## config.mk

```make
export PLATFORM = sky130hd
export DESIGN_NAME = binary_modular_inverse_odd_flat
export DESIGN_NICKNAME = d
export VERILOG_FILES = /design/src/rtl/core/bmi_pkg.sv /design/src/rtl/core/bmi_req_if.sv /design/src/rtl/core/bmi_rsp_if.sv /design/src/rtl/core/bmi_seq.sv /design/src/rtl/core/bmi_dp.sv /design/src/rtl/core/binary_modular_inverse_odd.sv /design/src/flat_wrapper.sv
export SDC_FILE = /design/constraint.sdc
export NUM_CORES = 2
export LEC_CHECK = 0
export BUFFER_PORTS_ARGS = -buffer_cell sky130_fd_sc_hd__buf_2
export CAP_MARGIN = 20
export CELL_PAD_IN_SITES_DETAIL_PLACEMENT = 0
export CELL_PAD_IN_SITES_GLOBAL_PLACEMENT = 1
export CORE_AREA = 2 2 378 305
export CTS_CLUSTER_DIAMETER = 80
export CTS_CLUSTER_SIZE = 8
export DETAILED_ROUTE_END_ITERATION = 10
export DIE_AREA = 0 0 380 307
export PLACE_DENSITY_LB_ADDON = 0.1
export SETUP_SLACK_MARGIN = 0.02
export SLEW_MARGIN = 20
export SYNTH_ARGS = -nofsm -noshare
export SYNTH_HDL_FRONTEND = slang
export SYNTH_HIERARCHICAL = 1
export SYNTH_SLANG_ARGS = --single-unit
```

## constraint.sdc

```tcl
create_clock -name clock -period 11 [get_ports clock]
set_clock_uncertainty 0.2 [all_clocks]
set_input_delay 2.2 -clock clock [delete_from_list [all_inputs] [get_ports clock]]
set_output_delay 2.2 -clock clock [all_outputs]
set_load 0.01 [all_outputs]
```

## src/rtl/core/bmi_pkg.sv

```systemverilog
`timescale 1ns / 1ps
`default_nettype none

package bmi_pkg;

   localparam int FIELD_W  = 64;
   localparam int STATUS_W = 2;
   localparam int PC_W     = 4;
   localparam int OP_W     = 3;
   localparam int COND_W   = 4;

   localparam logic [STATUS_W-1:0] ST_OK       = 2'd0;
   localparam logic [STATUS_W-1:0] ST_EVEN_MOD = 2'd1;
   localparam logic [STATUS_W-1:0] ST_ZERO_VAL = 2'd2;
   localparam logic [STATUS_W-1:0] ST_NO_INV   = 2'd3;

   // datapath operations
   localparam logic [OP_W-1:0] OP_NOP      = 3'd0;
   localparam logic [OP_W-1:0] OP_LOAD     = 3'd1;
   localparam logic [OP_W-1:0] OP_DIV_INIT = 3'd2;
   localparam logic [OP_W-1:0] OP_DIV_STEP = 3'd3;
   localparam logic [OP_W-1:0] OP_EUC_INIT = 3'd4;
   localparam logic [OP_W-1:0] OP_HALVE_U  = 3'd5;
   localparam logic [OP_W-1:0] OP_HALVE_V  = 3'd6;
   localparam logic [OP_W-1:0] OP_SUB      = 3'd7;

   // jump conditions
   localparam logic [COND_W-1:0] CD_NEVER    = 4'd0;
   localparam logic [COND_W-1:0] CD_REQ_IDLE = 4'd1;
   localparam logic [COND_W-1:0] CD_M_EVEN   = 4'd2;
   localparam logic [COND_W-1:0] CD_CNT_NZ   = 4'd3;
   localparam logic [COND_W-1:0] CD_V_ZERO   = 4'd4;
   localparam logic [COND_W-1:0] CD_U_EVEN   = 4'd5;
   localparam logic [COND_W-1:0] CD_V_EVEN   = 4'd6;
   localparam logic [COND_W-1:0] CD_U_NE_V   = 4'd7;
   localparam logic [COND_W-1:0] CD_V_NE_ONE = 4'd8;
   localparam logic [COND_W-1:0] CD_RSP_BUSY = 4'd9;

   // program addresses
   localparam logic [PC_W-1:0] PC_IDLE     = 4'd0;
   localparam logic [PC_W-1:0] PC_CHECK    = 4'd1;
   localparam logic [PC_W-1:0] PC_DIV      = 4'd2;
   localparam logic [PC_W-1:0] PC_INIT     = 4'd3;
   localparam logic [PC_W-1:0] PC_HALVE_U  = 4'd4;
   localparam logic [PC_W-1:0] PC_HALVE_V  = 4'd5;
   localparam logic [PC_W-1:0] PC_SUB      = 4'd6;
   localparam logic [PC_W-1:0] PC_TEST     = 4'd7;
   localparam logic [PC_W-1:0] PC_POST_OK  = 4'd8;
   localparam logic [PC_W-1:0] PC_POST_EVN = 4'd9;
   localparam logic [PC_W-1:0] PC_POST_ZRO = 4'd10;
   localparam logic [PC_W-1:0] PC_POST_NOI = 4'd11;

   typedef struct packed {
      logic [OP_W-1:0]     op;
      logic                post;
      logic [STATUS_W-1:0] status;
      logic [COND_W-1:0]   cond;
      logic [PC_W-1:0]     target;
      logic [PC_W-1:0]     next;
   } ctl_type;

   typedef struct packed {
      logic req_valid;
      logic m_even;
      logic cnt_nz;
      logic v_zero;
      logic u_even;
      logic v_even;
      logic u_ne_v;
      logic v_ne_one;
      logic rsp_busy;
   } flags_type;

   function automatic ctl_type mk(input logic [OP_W-1:0] op, input logic post,
                                  input logic [STATUS_W-1:0] status,
                                  input logic [COND_W-1:0] cond,
                                  input logic [PC_W-1:0] target,
                                  input logic [PC_W-1:0] next);
      ctl_type w;
      w.op     = op;
      w.post   = post;
      w.status = status;
      w.cond   = cond;
      w.target = target;
      w.next   = next;
      return w;
   endfunction

   // microprogram: jump to target when cond holds, else go to next
   function automatic ctl_type rom_word(input logic [PC_W-1:0] pc);
      ctl_type w;
      unique case (pc)
         PC_IDLE:     w = mk(OP_LOAD, 1'b0, ST_OK, CD_REQ_IDLE, PC_IDLE, PC_CHECK);
         PC_CHECK:    w = mk(OP_DIV_INIT, 1'b0, ST_OK, CD_M_EVEN, PC_POST_EVN, PC_DIV);
         PC_DIV:      w = mk(OP_DIV_STEP, 1'b0, ST_OK, CD_CNT_NZ, PC_DIV, PC_INIT);
         PC_INIT:     w = mk(OP_EUC_INIT, 1'b0, ST_OK, CD_V_ZERO, PC_POST_ZRO, PC_HALVE_U);
         PC_HALVE_U:  w = mk(OP_HALVE_U, 1'b0, ST_OK, CD_U_EVEN, PC_HALVE_U, PC_HALVE_V);
         PC_HALVE_V:  w = mk(OP_HALVE_V, 1'b0, ST_OK, CD_V_EVEN, PC_HALVE_V, PC_SUB);
         PC_SUB:      w = mk(OP_SUB, 1'b0, ST_OK, CD_U_NE_V, PC_HALVE_U, PC_TEST);
         PC_TEST:     w = mk(OP_NOP, 1'b0, ST_OK, CD_V_NE_ONE, PC_POST_NOI, PC_POST_OK);
         PC_POST_OK:  w = mk(OP_NOP, 1'b1, ST_OK, CD_RSP_BUSY, PC_POST_OK, PC_IDLE);
         PC_POST_EVN: w = mk(OP_NOP, 1'b1, ST_EVEN_MOD, CD_RSP_BUSY, PC_POST_EVN, PC_IDLE);
         PC_POST_ZRO: w = mk(OP_NOP, 1'b1, ST_ZERO_VAL, CD_RSP_BUSY, PC_POST_ZRO, PC_IDLE);
         PC_POST_NOI: w = mk(OP_NOP, 1'b1, ST_NO_INV, CD_RSP_BUSY, PC_POST_NOI, PC_IDLE);
         default:     w = mk(OP_NOP, 1'b0, ST_OK, CD_NEVER, PC_IDLE, PC_IDLE);
      endcase
      return w;
   endfunction

endpackage

`default_nettype wire

```

## src/rtl/core/bmi_req_if.sv

```systemverilog
`timescale 1ns / 1ps
`default_nettype none

interface bmi_req_if;
   logic                         valid;
   logic                         ready;
   logic [bmi_pkg::FIELD_W-1:0]  value;
   logic [bmi_pkg::FIELD_W-1:0]  modulus;

   modport source (output valid, output value, output modulus, input ready);
   modport sink   (input valid, input value, input modulus, output ready);
endinterface

`default_nettype wire

```

## src/rtl/core/bmi_rsp_if.sv

```systemverilog
`timescale 1ns / 1ps
`default_nettype none

interface bmi_rsp_if;
   logic                         valid;
   logic                         ready;
   logic [bmi_pkg::FIELD_W-1:0]  inverse;
   logic [bmi_pkg::STATUS_W-1:0] status;

   modport source (output valid, output inverse, output status, input ready);
   modport sink   (input valid, input inverse, input status, output ready);
endinterface

`default_nettype wire

```

## src/rtl/core/bmi_seq.sv

```systemverilog
`timescale 1ns / 1ps
`default_nettype none

module bmi_seq (
   input  wire                 clock,
   input  wire                 reset,
   input  bmi_pkg::flags_type  flags,
   output bmi_pkg::ctl_type    ctl
);

   logic [bmi_pkg::PC_W-1:0] pc_ff;
   logic [bmi_pkg::PC_W-1:0] pc_in;
   logic                     jump;

   assign ctl = bmi_pkg::rom_word(pc_ff);

   always_comb begin
      unique case (ctl.cond)
         bmi_pkg::CD_REQ_IDLE: jump = !flags.req_valid;
         bmi_pkg::CD_M_EVEN:   jump = flags.m_even;
         bmi_pkg::CD_CNT_NZ:   jump = flags.cnt_nz;
         bmi_pkg::CD_V_ZERO:   jump = flags.v_zero;
         bmi_pkg::CD_U_EVEN:   jump = flags.u_even;
         bmi_pkg::CD_V_EVEN:   jump = flags.v_even;
         bmi_pkg::CD_U_NE_V:   jump = flags.u_ne_v;
         bmi_pkg::CD_V_NE_ONE: jump = flags.v_ne_one;
         bmi_pkg::CD_RSP_BUSY: jump = flags.rsp_busy;
         default:              jump = 1'b0;
      endcase
      pc_in = jump ? ctl.target : ctl.next;
   end

   always_ff @(posedge clock) begin
      if (reset) begin
         pc_ff <= bmi_pkg::PC_IDLE;
      end else begin
         pc_ff <= pc_in;
      end
   end

endmodule

`default_nettype wire

```

## src/rtl/core/bmi_dp.sv

```systemverilog
`timescale 1ns / 1ps
`default_nettype none

module bmi_dp #(
   parameter int WIDTH = 64
) (
   input  wire                 clock,
   input  wire                 reset,
   input  bmi_pkg::ctl_type    ctl,
   output bmi_pkg::flags_type  flags,
   bmi_req_if.sink             req_chan,
   bmi_rsp_if.source           rsp_chan
);

   localparam int CNT_W = $clog2(WIDTH);

   logic [WIDTH-1:0] m_ff, a_ff, v_ff, u_ff, cb_ff, cd_ff;
   logic [CNT_W-1:0] cnt_ff;
   logic             rsp_valid_ff;
   logic [bmi_pkg::FIELD_W-1:0]  inverse_ff;
   logic [bmi_pkg::STATUS_W-1:0] status_ff;

   logic             take, busy, post;
   logic [WIDTH:0]   div_t, div_d;
   logic [WIDTH:0]   uv_d;
   logic [WIDTH-1:0] half_cb, half_cd;
   logic [WIDTH:0]   cbd_d, cdb_d;
   logic [WIDTH-1:0] cbd_mod, cdb_mod;

   assign take = req_chan.valid && req_chan.ready;
   assign busy = rsp_valid_ff && !rsp_chan.ready;
   assign post = ctl.post && !busy;

   assign req_chan.ready   = (ctl.op == bmi_pkg::OP_LOAD) && !reset;
   assign rsp_chan.valid   = rsp_valid_ff;
   assign rsp_chan.inverse = inverse_ff;
   assign rsp_chan.status  = status_ff;

   always_comb begin
      // restoring division step: shift in next dividend bit
      div_t = {v_ff, a_ff[WIDTH-1]};
      div_d = div_t - {1'b0, m_ff};
      uv_d  = {1'b0, u_ff} - {1'b0, v_ff};
      // halving modulo odd m
      half_cb = cb_ff[0] ? (cb_ff >> 1) + (m_ff >> 1) + WIDTH'(1) : cb_ff >> 1;
      half_cd = cd_ff[0] ? (cd_ff >> 1) + (m_ff >> 1) + WIDTH'(1) : cd_ff >> 1;
      // modular subtraction of cofactors
      cbd_d   = {1'b0, cb_ff} - {1'b0, cd_ff};
      cdb_d   = {1'b0, cd_ff} - {1'b0, cb_ff};
      cbd_mod = cbd_d[WIDTH] ? cbd_d[WIDTH-1:0] + m_ff : cbd_d[WIDTH-1:0];
      cdb_mod = cdb_d[WIDTH] ? cdb_d[WIDTH-1:0] + m_ff : cdb_d[WIDTH-1:0];
   end

   always_comb begin
      flags.req_valid = req_chan.valid;
      flags.m_even    = !m_ff[0];
      flags.cnt_nz    = (cnt_ff != '0);
      flags.v_zero    = (v_ff == '0);
      flags.u_even    = !u_ff[0];
      flags.v_even    = !v_ff[0];
      flags.u_ne_v    = (u_ff != v_ff);
      flags.v_ne_one  = (v_ff != WIDTH'(1));
      flags.rsp_busy  = busy;
   end

   always_ff @(posedge clock) begin
      unique case (ctl.op)
         bmi_pkg::OP_LOAD: begin
            if (take) begin
               a_ff <= req_chan.value[WIDTH-1:0];
               m_ff <= req_chan.modulus[WIDTH-1:0];
            end
         end
         bmi_pkg::OP_DIV_INIT: begin
            v_ff   <= '0;
            cnt_ff <= CNT_W'(WIDTH - 1);
         end
         bmi_pkg::OP_DIV_STEP: begin
            v_ff   <= div_d[WIDTH] ? div_t[WIDTH-1:0] : div_d[WIDTH-1:0];
            a_ff   <= a_ff << 1;
            cnt_ff <= cnt_ff - CNT_W'(1);
         end
         bmi_pkg::OP_EUC_INIT: begin
            u_ff  <= m_ff;
            cb_ff <= '0;
            cd_ff <= WIDTH'(1);
         end
         bmi_pkg::OP_HALVE_U: begin
            if (!u_ff[0]) begin
               u_ff  <= u_ff >> 1;
               cb_ff <= half_cb;
            end
         end
         bmi_pkg::OP_HALVE_V: begin
            if (!v_ff[0]) begin
               v_ff  <= v_ff >> 1;
               cd_ff <= half_cd;
            end
         end
         bmi_pkg::OP_SUB: begin
            if (!uv_d[WIDTH]) begin
               u_ff  <= uv_d[WIDTH-1:0];
               cb_ff <= cbd_mod;
            end else begin
               v_ff  <= v_ff - u_ff;
               cd_ff <= cdb_mod;
            end
         end
         default: begin
         end
      endcase
      if (post) begin
         inverse_ff <= (ctl.status == bmi_pkg::ST_OK) ? bmi_pkg::FIELD_W'(cd_ff) : '0;
         status_ff  <= ctl.status;
      end
   end

   always_ff @(posedge clock) begin
      if (reset) begin
         rsp_valid_ff <= 1'b0;
      end else if (post) begin
         rsp_valid_ff <= 1'b1;
      end else if (rsp_chan.ready) begin
         rsp_valid_ff <= 1'b0;
      end
   end

endmodule

`default_nettype wire

```

## src/rtl/core/binary_modular_inverse_odd.sv

```systemverilog
// Sequence: load the beat, check the modulus, run the restoring division steps, set up,
// then loop over passes of halving u, halving v and subtracting, then test and post;
// an even modulus is posted straight after the check.
// Throughput: one item at a time; the microprogram sequencer and its single datapath
// set the rate. The next beat is taken while the previous result waits in its register.
// Reset: synchronous, clears the program counter to idle and the result valid flag.
`timescale 1ns / 1ps
`default_nettype none

module binary_modular_inverse_odd #(
   parameter int WIDTH = 64
) (
   input  wire        clock,
   input  wire        reset,
   bmi_req_if.sink    req_chan,
   bmi_rsp_if.source  rsp_chan
);

   bmi_pkg::ctl_type   ctl;
   bmi_pkg::flags_type flags;

   bmi_seq u_seq (
      .clock (clock),
      .reset (reset),
      .flags (flags),
      .ctl   (ctl)
   );

   bmi_dp #(
      .WIDTH (WIDTH)
   ) u_dp (
      .clock    (clock),
      .reset    (reset),
      .ctl      (ctl),
      .flags    (flags),
      .req_chan (req_chan),
      .rsp_chan (rsp_chan)
   );

endmodule

`default_nettype wire

```

## src/flat_wrapper.sv

```systemverilog
// flat-port wrapper written by rule: the top's interface ports become plain ports
module binary_modular_inverse_odd_flat 
#(
   parameter int WIDTH = 64
)
  (clock, reset, req_chan_valid, req_chan_value, req_chan_modulus, req_chan_ready, rsp_chan_valid, rsp_chan_inverse, rsp_chan_status, rsp_chan_ready);
  bmi_req_if req_chan_i ();
  bmi_rsp_if rsp_chan_i ();
  input  wire clock;
  input  wire reset;
  input wire logic [$bits(req_chan_i.valid)-1:0] req_chan_valid;
  input wire logic [$bits(req_chan_i.value)-1:0] req_chan_value;
  input wire logic [$bits(req_chan_i.modulus)-1:0] req_chan_modulus;
  output wire logic [$bits(req_chan_i.ready)-1:0] req_chan_ready;
  output wire logic [$bits(rsp_chan_i.valid)-1:0] rsp_chan_valid;
  output wire logic [$bits(rsp_chan_i.inverse)-1:0] rsp_chan_inverse;
  output wire logic [$bits(rsp_chan_i.status)-1:0] rsp_chan_status;
  input wire logic [$bits(rsp_chan_i.ready)-1:0] rsp_chan_ready;
  assign req_chan_i.valid = req_chan_valid;
  assign req_chan_i.value = req_chan_value;
  assign req_chan_i.modulus = req_chan_modulus;
  assign req_chan_ready = req_chan_i.ready;
  assign rsp_chan_valid = rsp_chan_i.valid;
  assign rsp_chan_inverse = rsp_chan_i.inverse;
  assign rsp_chan_status = rsp_chan_i.status;
  assign rsp_chan_i.ready = rsp_chan_ready;
  binary_modular_inverse_odd #(.WIDTH(WIDTH)) u_core (.clock(clock), .reset(reset), .req_chan(req_chan_i), .rsp_chan(rsp_chan_i));
endmodule
```

Word-level counts from Yosys, hierarchy flattened
Memory sizes are Yosys's and may differ from the RTL's. A register that Yosys moved wholly into a read port is not among the register bits.
Index checks and enable logic that the tools add are counted.
- bits in registers: 457
- ROM bits: 288
- input port bits: 132
- output and inout bits: 68
- memories kept: 1
- memory list (name ; words ; width ; read ports ; clocked after memory_dff ; wr ports ; line ; source):
    (name not given) ; 16 ; 18 ; 1 ; 1 ; 0 ; bmi_pkg.sv:92 ; unique case (pc)
- add/sub/neg operators: 12
- equality and inequality tests: 23
- mux-type cells: 25
- reductions and logical operators: 27
- operators by type and width (kind ; number):
    64-bit two-way mux ; 14
    64-bit one-hot mux with 3 select lines ; 3
    64-bit one-hot mux with 4 select lines ; 1
    64-bit by 64-bit subtractor with 65-bit output ; 3
    63-bit by 63-bit adder with 64-bit output ; 2
    64-bit by 1-bit adder with 64-bit output (second input constant) ; 2
    64-bit adder ; 2
    64-bit one-hot mux with 2 select lines ; 1
    65-bit by 64-bit subtractor with 65-bit output ; 1
    64-bit zero test ; 1
    64-bit by 1-bit inequality test with 1-bit output (second input constant) ; 1
    64-bit inequality test ; 1
    64-bit subtractor ; 1
    4-bit by 3-bit equality test with 1-bit output (second input constant) ; 4
    3-bit equality test (second input constant) ; 4
    6-bit one-hot mux with 2 select lines ; 1
    2-bit inequality test (second input constant) ; 5
    1-bit one-hot mux with 9 select lines ; 1
    3-bit AND reduction ; 3
    4-bit by 2-bit equality test with 1-bit output (second input constant) ; 2
    4-bit equality test (second input constant) ; 2
    4-bit two-way mux ; 2
    2-bit AND reduction ; 4
    1-bit zero test ; 7
    other kinds (11) ; 19

Depth between registers and ports, before layout
- word-level depth: 5
- mapped depth: 29
- mapped depth without buffers: 27

By module
Netlist, hierarchy kept.
- modules (own cells, without submodules) (module ; instances ; cells an instance ; area each (um2) ; sequential area each (um2)):
    bmi_dp ; 1 ; 6786 ; 54214.5 ; 13713.2
    bmi_seq ; 1 ; 81 ; 775.7 ; 260.2

Least setup slack after synthesis
OpenSTA, ideal clock, no wires.
- path type: reg-to-reg
- start: register u_core.u_dp.u_ff[0]
- end: register u_core.u_dp.cb_ff[0], enable pin
- data arrival time: 8.811 ns
- data required time: 10.171 ns
- path slack: 1.360 ns
- cell stages (with the launch flop): 18
- path buffers: 1
- period minus slack after synthesis: 9.640 ns
- cell sequence: edfxtp_1 > clkbuf_1 > inv_1 > ha_1 > inv_1 > fa_1 > a21o_1 > a21o_1 > a211oi_1 > o31ai_2 > a31oi_1 > o21ba_2 > o21ai_1 > a21oi_2 > o311a_1 > o21ai_1 > a31oi_1 > nor2b_1
- word-level cells in the longest chain between the ends: 3
- elaborated cells on any way between the ends: 4
- ends and longest elaborated chain (what ; line ; source):
    from (decl) ; bmi_dp.sv:17 ; logic [WIDTH-1:0] m_ff, a_ff, v_ff, u_ff, cb_ff, cd_ff;
    from (signal assigned) ; bmi_dp.sv:84 ; u_ff <= m_ff;
    from (signal assigned) ; bmi_dp.sv:90 ; u_ff <= u_ff >> 1;
    from (signal assigned) ; bmi_dp.sv:102 ; u_ff <= uv_d[WIDTH-1:0];
    64-bit by 64-bit subtractor with 65-bit output ; bmi_dp.sv:43 ; uv_d = {1'b0, u_ff} - {1'b0, v_ff};
    2-bit inequality test (no line) ; n/a ;
    3-bit AND reduction (no line) * ; n/a ;
    to (signal assigned) ; bmi_dp.sv:91 ; cb_ff <= half_cb;
    to (signal assigned) ; bmi_dp.sv:103 ; cb_ff <= cbd_mod;
    to (decl) ; bmi_dp.sv:17 ;
Every way passes the cells marked *; elsewhere a longest branch is shown, timed or not.
A chain may end at the register's enable or synchronous reset.

Worst setup path in the final report
- start: register u_core.u_dp.cd_ff[0]
- end: register u_core.u_dp.cd_ff[55], data pin
- word-level cells in the longest chain between the ends: 5
- elaborated cells on any way between the ends: 7
- ends and longest elaborated chain (what ; line ; source):
    from (decl) ; bmi_dp.sv:17 ;
    from (signal assigned) ; bmi_dp.sv:97 ; cd_ff <= half_cd;
    from (signal assigned) ; bmi_dp.sv:106 ; cd_ff <= cdb_mod;
    64-bit by 64-bit subtractor with 65-bit output ; bmi_dp.sv:49 ; cdb_d = {1'b0, cd_ff} - {1'b0, cb_ff};
    64-bit adder ; bmi_dp.sv:51 ; cdb_mod = cdb_d[WIDTH] ? cdb_d[WIDTH-1:0] + m_ff : cdb_d[WIDTH-1:0];
    64-bit two-way mux ; bmi_dp.sv:51 ;
    64-bit two-way mux ; bmi_dp.sv:101 ; if (!uv_d[WIDTH]) begin
    64-bit one-hot mux with 3 select lines * ; bmi_dp.sv:67 ; unique case (ctl.op)
Every way passes the cells marked *; elsewhere a longest branch is shown, timed or not. The select of a mux whose other input is x is not followed.

==> reports/metrics.csv <==
metric,value,unit
Crit-path slowest cell,or3b_2,
YS warnings,6,
post-detail-place hpwl,173600,um
Worst EP required,11190,ps
static leakage,25.04,nW
crit path buf inv count,4,
CTS tree,yes,
CP top delay family,compound AO/OA/AOI/OAI gates,
routed wire length,219100,um
critical path class,flop to flop,
setup repair bufs after CTS,0,
first-pass GRT wire length,322500,um
Area Overhead vs Synth,7.754,%
Clock Pin Slew Worst Setup and Hold Paths,60,ps
Slew headroom,0.2247,
vias in the first global route,50280,
maxcap violations,0,
vias per cell,6.479,
Fin. Hold Viols,0,
Final setup viols,0,
Final Max Slew Viols,0,
Setup WS post-layout,3801,ps
Slowest Stage Delay on Critical Path,480,ps
unrepaired setup endpoints after global routing,false,
CP Max Fanout,18,
CTS Hold Bufs,0,
TNS Setup,0,ps
Worst path most repeated cell,o21ai_0,
worst hold-check path type,flop to flop,
initial antenna violation count,5,
"Cell Area, Synth",54980,um^2
Period minus WS final,7199,ps
WL/cell,26.07,um
Root Driver,clkbuf_16,
share of cells above drive strength 1,0.06757,
initial core utilization,0.4851,
Post-CTS Resized,0,
io pins,200,
status,completed,
Die Span X,380,um
fin nets,7613,
PortBufs,199,
fmax,138.9,MHz
clk buf depth,3,
chip height,307,um
Clock Latency Late Sink,710,ps
Post-route DRC,0,
CP startpoint kind,flop,
Syn Area/Cell,8.008,um^2
Worst EP arrival,7390,ps
number of buffers created by CTS,72,
GR Overflow Total,0,
pre-CTS setup slack,3847,ps
routability cong.,1.057,
Sink Count,470,
Post-Syn Nets,7618,
period utilisation layout,0.6544,
Max VDD drop,0.1464,mV
die area,116700,um^2
Mapped Cells,6865,
Final ANT Viol Nets,0,
routed vias,54470,
ANT cells,0,
row count,111,
H-tree Lvls,3,
Slew @ Worst Pin,1162,ps
core area,113300,um^2
first drt pass iteration count,6,
Critical Path End Type,flop,
Total Routing Usage GR,0.3618,
initial drt markers,6196,
Power Density,201.4,nW/um^2
pin count of the biggest net entering global routing,103,
## power breakdown
group | leakage, nW | internal, W | switching [W]
clock network | 0.998 | 0.00121 | 0.000952
logic | 19.8 | 0.00247 | 0.00449
registers | 4.29 | 0.00242 | 0.000383
total | 25.0 | 0.00611 | 0.00582
## stage by stage
| stage | total power, W | hold WS, ps | area (um^2) | utilization | cells |
|---|---|---|---|---|---|
| finish | 0.01193 | 298.8 | 59240 | 0.5227 | 8407 |
| global route | 0.01264 | 301.3 | 59240 | 0.5227 | 8407 |
| CTS | 0.01176 | 293.7 | 59240 | 0.5227 | 8407 |
| detailed placement | 0.009553 | 264.2 | 57140 | 0.5042 | 8311 |
| global placement | 0.009570 | 270.3 | 57130 | 0.5041 | 8310 |
| floorplan | 0.007634 | 206.4 | 54980 | - | 6865 |
## path summary, 6_finish.rpt
kind | end | cells past startpoint | startpoint | slack (ps)
setup / recovery | u_core/u_dp/cd_ff[55]$_SDFFCE_PN0P_ | 28 | u_core/u_dp/cd_ff[0]$_SDFFCE_PN1P_ | 3800
hold / removal | u_core/u_dp/a_ff[56]$_DFFE_PP_ | 2 | u_core/u_dp/a_ff[55]$_DFFE_PP_ | 300
setup reg to reg | u_core/u_dp/cd_ff[55]$_SDFFCE_PN0P_ | 28 | u_core/u_dp/cd_ff[0]$_SDFFCE_PN1P_ | 3800
hold reg to reg | u_core/u_dp/a_ff[56]$_DFFE_PP_ | 2 | u_core/u_dp/a_ff[55]$_DFFE_PP_ | 300
## worst reg2reg max path, delay by kind of cell, from the launching register on
kind / cells / cell delay [ps]
buffers and inverters: 4 / 670
DFF: 1 / 350
adders and majority gates: 3 / 970
and+or+nand+nor: 1 / 480
xor gates and xnor gates: 2 / 300
AOI/OAI and AO/OA: 18 / 3930
## cells in the final DEF (no fill, tap or decap), types with 29 or more instances in the layout
cell and instances:
inv_1 462, o21bai_1 120, clkbuf_16 73, a22oi_1 119, buf_4 82, xor2_1 203
o21ai_0 462, ha_1 612, a211oi_1 69, nand4_1 146, nand2_1 664, and3_1 29
o21a_1 55, nor3_1 157, buf_2 200, o22ai_1 75, nor2b_1 55, a31oi_1 64
edfxtp_1 456, a21o_1 289, o311ai_0 40, nand3_1 135, nor4_1 33, nand2b_1 52
a21boi_0 31, nor2_1 450, o31ai_1 46, a21oi_1 788, a221oi_1 35, xnor2_1 323
mux2i_1 80, o211ai_1 44
## final cells by class
| class | instances | area, um^2 |
|---|---|---|
| clock inverters | 14 | 234.0 |
| fillers | 11150 | 54090 |
| multi-input cells | 5567 | 37870 |
| clock buffers | 82 | 1861 |
| repair buffers | 283 | 1637 |
| flip-flops and latches | 470 | 13980 |
| inverters | 466 | 1749 |
| well taps | 1525 | 1908 |
## per-layer routing
metal  global-route usage  share of wire
met1               0.5521           0.47
met2               0.5014           0.39
met3              0.07847           0.11
met4               0.1067          0.031
met5                    0              0
## registers in the layout (all words and copies together) (netlist names), 6 cells and up
register,cells
u_core/u_dp/a_ff,64
u_core/u_dp/cb_ff,64
u_core/u_dp/cd_ff,64
u_core/u_dp/m_ff,64
u_core/u_dp/rsp_chan.inverse,64
u_core/u_dp/u_ff,64
u_core/u_dp/v_ff,64
u_core/u_seq/ctl,13
u_core/u_dp/cnt_ff,6
(Power assumes the default switching activity.)
